===== src/rtl/core/lnc_pkg.sv =====
// Shared constants and the segment word type of the line clip and projection block.
`timescale 1ns / 1ps
`default_nettype none

package lnc_pkg;

	localparam int CW = 32;
	localparam int FB = 16;
	localparam int RW = 14;
	localparam int CLRW = 32;
	localparam int CFG_IW = 2;
	localparam int NEAR_W = ((1 << FB) + 9999) / 10000;
	localparam int QD = 4;
	localparam int QAW = $clog2(QD);
	localparam int VP_LEFT_RST = 0;
	localparam int VP_TOP_RST = 0;
	localparam int VP_WIDTH_RST = 1920;
	localparam int VP_HEIGHT_RST = 1080;

	typedef enum logic [CFG_IW-1:0] {
		CFG_LEFT,
		CFG_TOP,
		CFG_WIDTH,
		CFG_HEIGHT
	} cfg_idx_t;

	typedef struct packed {
		logic visible;
		logic [CW-1:0] ax;
		logic [CW-1:0] ay;
		logic [CW-1:0] aw;
		logic [CW-1:0] bx;
		logic [CW-1:0] by;
		logic [CW-1:0] bw;
		logic [CLRW-1:0] color;
	} line_t;

endpackage

`default_nettype wire


===== src/rtl/core/lnc_queue.sv =====
// Small word queue between the clipping front end and the projection back end.
`timescale 1ns / 1ps
`default_nettype none

module lnc_queue (
	input  logic            clk,
	input  logic            arst_n,
	input  logic            push_valid,
	output logic            push_ready,
	input  lnc_pkg::line_t  push_word,
	output logic            pop_valid,
	input  logic            pop_ready,
	output lnc_pkg::line_t  pop_word
);

	localparam int QAW = lnc_pkg::QAW;

	lnc_pkg::line_t mem_q [lnc_pkg::QD];
	logic [QAW-1:0] wr_ptr_q;
	logic [QAW-1:0] rd_ptr_q;
	logic [QAW:0] cnt_q;
	logic do_push;
	logic do_pop;

	assign push_ready = cnt_q != (QAW+1)'(lnc_pkg::QD);
	assign pop_valid = cnt_q != '0;
	assign do_push = push_valid & push_ready;
	assign do_pop = pop_valid & pop_ready;
	assign pop_word = mem_q[rd_ptr_q];

	always_ff @(posedge clk or negedge arst_n) begin
		if (!arst_n) begin
			wr_ptr_q <= '0;
			rd_ptr_q <= '0;
			cnt_q <= '0;
		end else begin
			if (do_push) wr_ptr_q <= wr_ptr_q + QAW'(1);
			if (do_pop) rd_ptr_q <= rd_ptr_q + QAW'(1);
			if (do_push && !do_pop) cnt_q <= cnt_q + (QAW+1)'(1);
			else if (do_pop && !do_push) cnt_q <= cnt_q - (QAW+1)'(1);
		end
	end

	always_ff @(posedge clk) begin
		if (do_push) mem_q[wr_ptr_q] <= push_word;
	end

endmodule

`default_nettype wire


===== config.mk =====
export PLATFORM = sky130hd
export DESIGN_NAME = lnc_queue
export DESIGN_NICKNAME = d
export VERILOG_FILES = /design/src/rtl/core/lnc_pkg.sv /design/src/rtl/core/lnc_queue.sv
export SDC_FILE = /design/constraint.sdc
export NUM_CORES = 1
export LEC_CHECK = 0
export BUFFER_PORTS_ARGS = -buffer_cell sky130_fd_sc_hd__buf_4
export CAP_MARGIN = 20
export CORE_UTILIZATION = 38
export CTS_CLUSTER_DIAMETER = 80
export CTS_CLUSTER_SIZE = 20
export DETAILED_ROUTE_END_ITERATION = 8
export GPL_TIMING_DRIVEN = 0
export SLEW_MARGIN = 20
export SYNTH_ARGS = -nofsm -noshare
export SYNTH_HDL_FRONTEND = slang
export SYNTH_SLANG_ARGS = --single-unit

===== constraint.sdc =====
create_clock -name clk -period 9.1 [get_ports clk]
set_input_delay 1.82 -clock clk [delete_from_list [all_inputs] [get_ports clk]]
set_output_delay 1.82 -clock clk [all_outputs]
set_load 0.02 [all_outputs]

== Yosys cells after proc, flatten, opt, wreduce, memory -nomap -nowiden ==
Memories as Yosys holds them, arrays and structs flattened.
Cells that the tools add are included.

* Reductions and logical operators: 6
* Mux-type cells: 4
* Bitwise logic cells: 2
* Add/sub/neg operators: 4
* Equality and inequality tests: 1

{| class="wikitable"
|+ Operators by type and width
! kind !! count
|-
| 3-bit 2-to-1 mux || 2
|-
| 2-bit by 1-bit adder with 2-bit output, second input constant || 2
|-
| 3-bit by 1-bit adder with 3-bit output, second input constant || 1
|-
| 3-bit != test, second input constant || 1
|-
| 3-bit nonzero test || 1
|-
| 3-bit by 1-bit subtractor with 3-bit output, second input constant || 1
|-
| 1-bit bitwise AND || 2
|-
| 1-bit logical AND || 2
|-
| 1-bit zero test || 2
|-
| 1-bit 2-to-1 mux || 2
|-
| 2-bit nonzero test || 1
|}

* Register bits after elaboration: 7
* Memories: 1
* Output and inout port bits: 227
* Memory bits (writable): 900

{| class="wikitable"
|+ Memory list
! memory !! words !! bits a word !! read ports !! clocked after memory_dff !! wr ports !! line !! RTL
|-
| mem_q || 4 || 225 || 1 || 0 || 1 || lnc_queue.sv:18 || <nowiki>lnc_pkg::line_t mem_q [lnc_pkg::QD];</nowiki>
|}

== Depth between registers and ports, before layout ==
* Depth in word-level cells: 6
* Mapped depth: 8
* Gate-level depth less buffers: 8

== Worst setup path before layout ==
Ideal clock, no wire load.

* Path kind: in2reg
* From: input push_valid
* To: memory mem_q[0][0] (netlist bit) (enable)
* Data required time: 8.486 ns
* Stages: 2
* Setup time: 0.614 ns
* Slack: 1.243 ns
* Buffers on the path: 0
* Data arrival time: 7.243 ns
* Cells stage by stage: a21boi_2 -> and2_1

* Cells in the longest elaborated chain, start to end: 3

{| class="wikitable"
|+ RTL lines
! what !! line !! RTL
|-
| start, declared || lnc_queue.sv:8 || <nowiki>input logic push_valid,</nowiki>
|-
| 1-bit bitwise AND || lnc_queue.sv:27 || <nowiki>assign do_push = push_valid & push_ready;</nowiki>
|-
| 1-bit 2-to-1 mux || lnc_queue.sv:45 || <nowiki>if (do_push) mem_q[wr_ptr_q] <= push_word;</nowiki>
|-
| 1-bit 2-to-1 mux (implied by the code) || lnc_queue.sv:45 ||
|-
| end, declared || lnc_queue.sv:18 ||
|}

No other way between the ends.

==> impl_metrics.xml <==
<?xml version="1.0" encoding="UTF-8"?>
<metrics>
  <group name="run_status">
    <metric name="run_status" unit="">finished clean</metric>
  </group>
  <group name="grt">
    <metric name="grt_max_degree" unit="">43</metric>
    <metric name="grt_first_pass_wirelength" unit="um">98280</metric>
    <metric name="grt_pass1_vias" unit="">15260</metric>
    <metric name="antenna_violations_before_repair" unit="">8</metric>
    <metric name="groute.usage.overall" unit="%">15.23</metric>
    <metric name="grt.overflow.total" unit="">0</metric>
  </group>
  <group name="clock_network">
    <metric name="path_clk_slew" unit="ps">80</metric>
    <metric name="cts_made_buffers" unit="">54</metric>
    <metric name="cts_setup_buffers" unit="">0</metric>
    <metric name="post_cts_hold_buffer_count" unit="">0</metric>
    <metric name="cts_tree" unit="">done</metric>
    <metric name="clock-sinks" unit="">907</metric>
    <metric name="cts_root_buffer" unit="">sky130_fd_sc_hd__clkbuf_16</metric>
    <metric name="cts_htree_levels" unit="">2</metric>
    <metric name="cts_max_path_buffers" unit="">3</metric>
    <metric name="post_cts.resized_instances" unit="">0</metric>
    <metric name="clock_insertion_delay_worst_skew" unit="ps">610</metric>
  </group>
  <group name="synth">
    <metric name="synthesis.area" unit="sq um">32800</metric>
    <metric name="netlist-cell-type-count" unit="">20</metric>
    <metric name="netlist_instances" unit="">1210</metric>
    <metric name="post_synth_main_area_contributors" unit="">sky130_fd_sc_hd__edfxtp_1 82%, sky130_fd_sc_hd__mux4_2 15%, sky130_fd_sc_hd__dfrtp_1 0.53%</metric>
    <metric name="synth_warnings" unit="">0</metric>
    <metric name="syn_area_per_cell" unit="sq um">27.10</metric>
    <metric name="yosys.area.top_type" unit="">sky130_fd_sc_hd__edfxtp_1</metric>
    <metric name="synth_top_area_share" unit="%">82.41</metric>
    <metric name="synthesis.nets" unit="">1445</metric>
    <metric name="synthesized_flop_and_latch_total" unit="">907</metric>
    <metric name="ys_seq_area_share" unit="%">82.94</metric>
  </group>
  <group name="detailed_routing">
    <metric name="antenna_violating_nets_post_route" unit="">0</metric>
    <metric name="drc" unit="">0</metric>
    <metric name="first_iter_violations" unit="">803</metric>
    <metric name="route.detailed.wl_per_inst" unit="um">23.16</metric>
    <metric name="via_per_inst" unit="">4.924</metric>
    <metric name="vias" unit="">14340</metric>
    <metric name="first_pass_iters" unit="">4</metric>
    <metric name="routed_wirelength" unit="um">67450</metric>
  </group>
  <group name="critical_path">
    <metric name="timing.setup.critical_path_class" unit="">register to output port</metric>
    <metric name="critical_path_arrival" unit="ps">2710</metric>
    <metric name="worst_setup_path_end_kind" unit="">output port</metric>
    <metric name="cp_common_cell" unit="">sky130_fd_sc_hd__buf_2</metric>
    <metric name="cp.required" unit="ps">7280</metric>
    <metric name="sort_of_element_at_the_start_of_the_critical_path" unit="">register</metric>
    <metric name="timing.critical_path.slowest_cell_delay" unit="ps">420</metric>
    <metric name="cp_cell_sequence" unit="">buf_2 &gt; buf_2 &gt; buf_2 &gt; mux4_2 &gt; buf_4</metric>
    <metric name="highest_delay_cell_along_the_critical_path" unit="">sky130_fd_sc_hd__buf_2</metric>
    <metric name="cp_max_fo" unit="">10</metric>
  </group>
  <group name="sta">
    <metric name="timing.setup.tns" unit="ps">0</metric>
    <metric name="count_of_endpoints_failing_setup_in_the_final_report" unit="">0</metric>
    <metric name="fin_worst_skew" unit="ps">20.25</metric>
    <metric name="grt_setup_unrepaired" unit="">no</metric>
    <metric name="maxClockFrequency" unit="GHz">0.2207</metric>
    <metric name="fin_crit" unit="ps">4532</metric>
    <metric name="tightestPinTransition" unit="ps">816.3</metric>
    <metric name="layout_worst_path_cycle_share" unit="%">49.80</metric>
    <metric name="number_of_hold_violations_in_the_final_report" unit="">0</metric>
    <metric name="final_count_of_pins_violating_max_slew" unit="">0</metric>
    <metric name="worst_slew_margin_rel" unit="%">45.58</metric>
  </group>
  <group name="floorplan">
    <metric name="dieHeight" unit="um">295.8</metric>
    <metric name="fp.dieArea" unit="sq um">87490</metric>
    <metric name="die_width" unit="um">295.8</metric>
    <metric name="floorplan.rows" unit="">107</metric>
    <metric name="start_util" unit="%">38.46</metric>
    <metric name="pin_count" unit="">456</metric>
    <metric name="floorplan.core_area" unit="sq um">85280</metric>
  </group>
  <group name="cells_and_area">
    <metric name="multi_input_area" unit="sq um">5298</metric>
    <metric name="layout.area.seq" unit="sq um">27200</metric>
    <metric name="post_route_cells_drive_above_1_share" unit="%">46.32</metric>
    <metric name="nets" unit="">1980</metric>
    <metric name="synthToLayoutAreaGrowth" unit="%">21.34</metric>
    <metric name="num-fill-cells" unit="">7030</metric>
  </group>
  <group name="job">
    <metric name="maxCapViolCount" unit="">0</metric>
  </group>
  <group name="placed_design">
    <metric name="port_buffers" unit="">455</metric>
    <metric name="post-dp-hpwl" unit="um">44240</metric>
    <metric name="finalWeightedCongestion" unit="">0.7343</metric>
  </group>
  <group name="power">
    <metric name="power-per-cell-area" unit="nW/um^2">327.7</metric>
    <metric name="power" unit="mW">13.04</metric>
    <metric name="vdd.ir_drop.worst" unit="mV">0.1989</metric>
    <metric name="leakagePower" unit="nW">13.25</metric>
  </group>
  <group name="min_path">
    <metric name="worstHoldPathType" unit="">register to register</metric>
  </group>
</metrics>
==> layout by cell type (no fill, tap or decap) <==
cell,count
sky130_fd_sc_hd__a21boi_2,1
sky130_fd_sc_hd__and2_4,4
sky130_fd_sc_hd__buf_1,6
sky130_fd_sc_hd__buf_12,11
sky130_fd_sc_hd__buf_16,13
sky130_fd_sc_hd__buf_2,27
sky130_fd_sc_hd__buf_4,467
sky130_fd_sc_hd__buf_6,4
sky130_fd_sc_hd__clkbuf_1,14
sky130_fd_sc_hd__clkbuf_16,57
sky130_fd_sc_hd__clkinv_4,1
sky130_fd_sc_hd__clkinvlp_4,1
sky130_fd_sc_hd__dfrtp_1,7
sky130_fd_sc_hd__diode_2,2
sky130_fd_sc_hd__edfxtp_1,900
sky130_fd_sc_hd__fa_1,1
sky130_fd_sc_hd__ha_1,5
sky130_fd_sc_hd__inv_1,3
sky130_fd_sc_hd__inv_12,3
sky130_fd_sc_hd__inv_6,2
sky130_fd_sc_hd__mux2_2,2
sky130_fd_sc_hd__mux4_2,225
sky130_fd_sc_hd__nand2_1,2
sky130_fd_sc_hd__nand3_1,1
sky130_fd_sc_hd__nor2_1,2
sky130_fd_sc_hd__or3_1,1
sky130_fd_sc_hd__xnor2_1,4
sky130_fd_sc_hd__xor2_1,2
==> Yosys cell counts <==
library cell / number
sky130_fd_sc_hd__a21boi_2: 1
sky130_fd_sc_hd__and2_1: 4
sky130_fd_sc_hd__buf_1: 6
sky130_fd_sc_hd__buf_2: 27
sky130_fd_sc_hd__buf_4: 12
sky130_fd_sc_hd__buf_6: 4
sky130_fd_sc_hd__clkbuf_1: 1
sky130_fd_sc_hd__dfrtp_1: 7
sky130_fd_sc_hd__edfxtp_1: 900
sky130_fd_sc_hd__fa_1: 1
sky130_fd_sc_hd__ha_1: 5
sky130_fd_sc_hd__inv_1: 3
sky130_fd_sc_hd__mux2_2: 2
sky130_fd_sc_hd__mux4_2: 225
sky130_fd_sc_hd__nand2_1: 2
sky130_fd_sc_hd__nand3_1: 1
sky130_fd_sc_hd__nor2_1: 2
sky130_fd_sc_hd__or3_1: 1
sky130_fd_sc_hd__xnor2_1: 4
sky130_fd_sc_hd__xor2_1: 2
==> report_power, final <==
part	leakage, nW	internal, mW	switching, mW
combinational	4.18	2.18	2.78
clock	0.753	1.15	1.29
sequential	8.33	5.49	0.151
==> critical path: cells and delay by family (launching register included) <==
family                 cells  cell delay, ps
buffers and inverters      4            1390
muxes                      1             380
DFF                        1             320
==> sequential cells by signal, indices dropped and copies added (netlist names) <==
register and cells:
cnt_q 3, wr_ptr_q 2, mem_q 900, rd_ptr_q 2
==> cell families after synthesis <==
logic type | after synthesis | share of synthesized area [%]
AOI/OAI and AO/OA | 1 | 0.03433
buffers and inverters | 53 | 0.9385
adders and majority gates | 6 | 0.2518
DFF | 907 | 82.94
and+or+nand+nor | 10 | 0.1564
muxes | 227 | 15.52
xor gates and xnor gates | 6 | 0.1602
==> layer usage <==
metal  vias to the layer above  GRT usage [%]  part of all wire (%)
li1                       6286              -                     -
met1                      7584          18.70                    38
met2                       373          26.05                    51
met3                        86          4.654                   7.8
met4                        10          4.145                   2.2
met5                         -              0                 0.092
==> final cells by class <==
cell class                 instances  area share [%]
tap                             1144           3.597
multi-input combinational        250           13.31
inverter                           3         0.02830
antenna                            2         0.01258
clock inverter                     7          0.2075
timing repair buffer             479           10.04
clock buffer                      70           3.707
sequential                       907           68.35
buffer                            50          0.7452
==> metrics by stage <==
step	utilization [%]	hold WS (ps)	setup slack, ps	cells	cell area [sq um]
detailed placement	44.83	520.4	4978	2833	38230
finish	46.66	536.3	4568	2912	39790
global route	46.66	564.5	4378	2912	39790
floorplan	-	492.6	1243	1210	32800
global placement	44.14	515.6	-3557	2809	37640
CTS	46.66	536.1	4423	2910	39790
==> path summary, 6_finish.rpt <==
| kind | endpoint | slack, ps | from | cells past startpoint |
|---|---|---|---|---|
| hold reg to reg | cnt_q[2] | 540 | cnt_q[2] | 1 |
| setup / recovery | pop_word[113] | 4570 | rd_ptr_q[1] | 5 |
| hold / removal | cnt_q[2] | 540 | cnt_q[2] | 1 |
| setup reg to reg | mem_q[0][91] | 6410 | cnt_q[0] | 6 |
| max in group asynchronous | rd_ptr_q[1] | 7970 | arst_n | 1 |
| min in group asynchronous | cnt_q[2] | 1000 | arst_n | 1 |
Note: power is estimated with default switching activity, not from simulation.
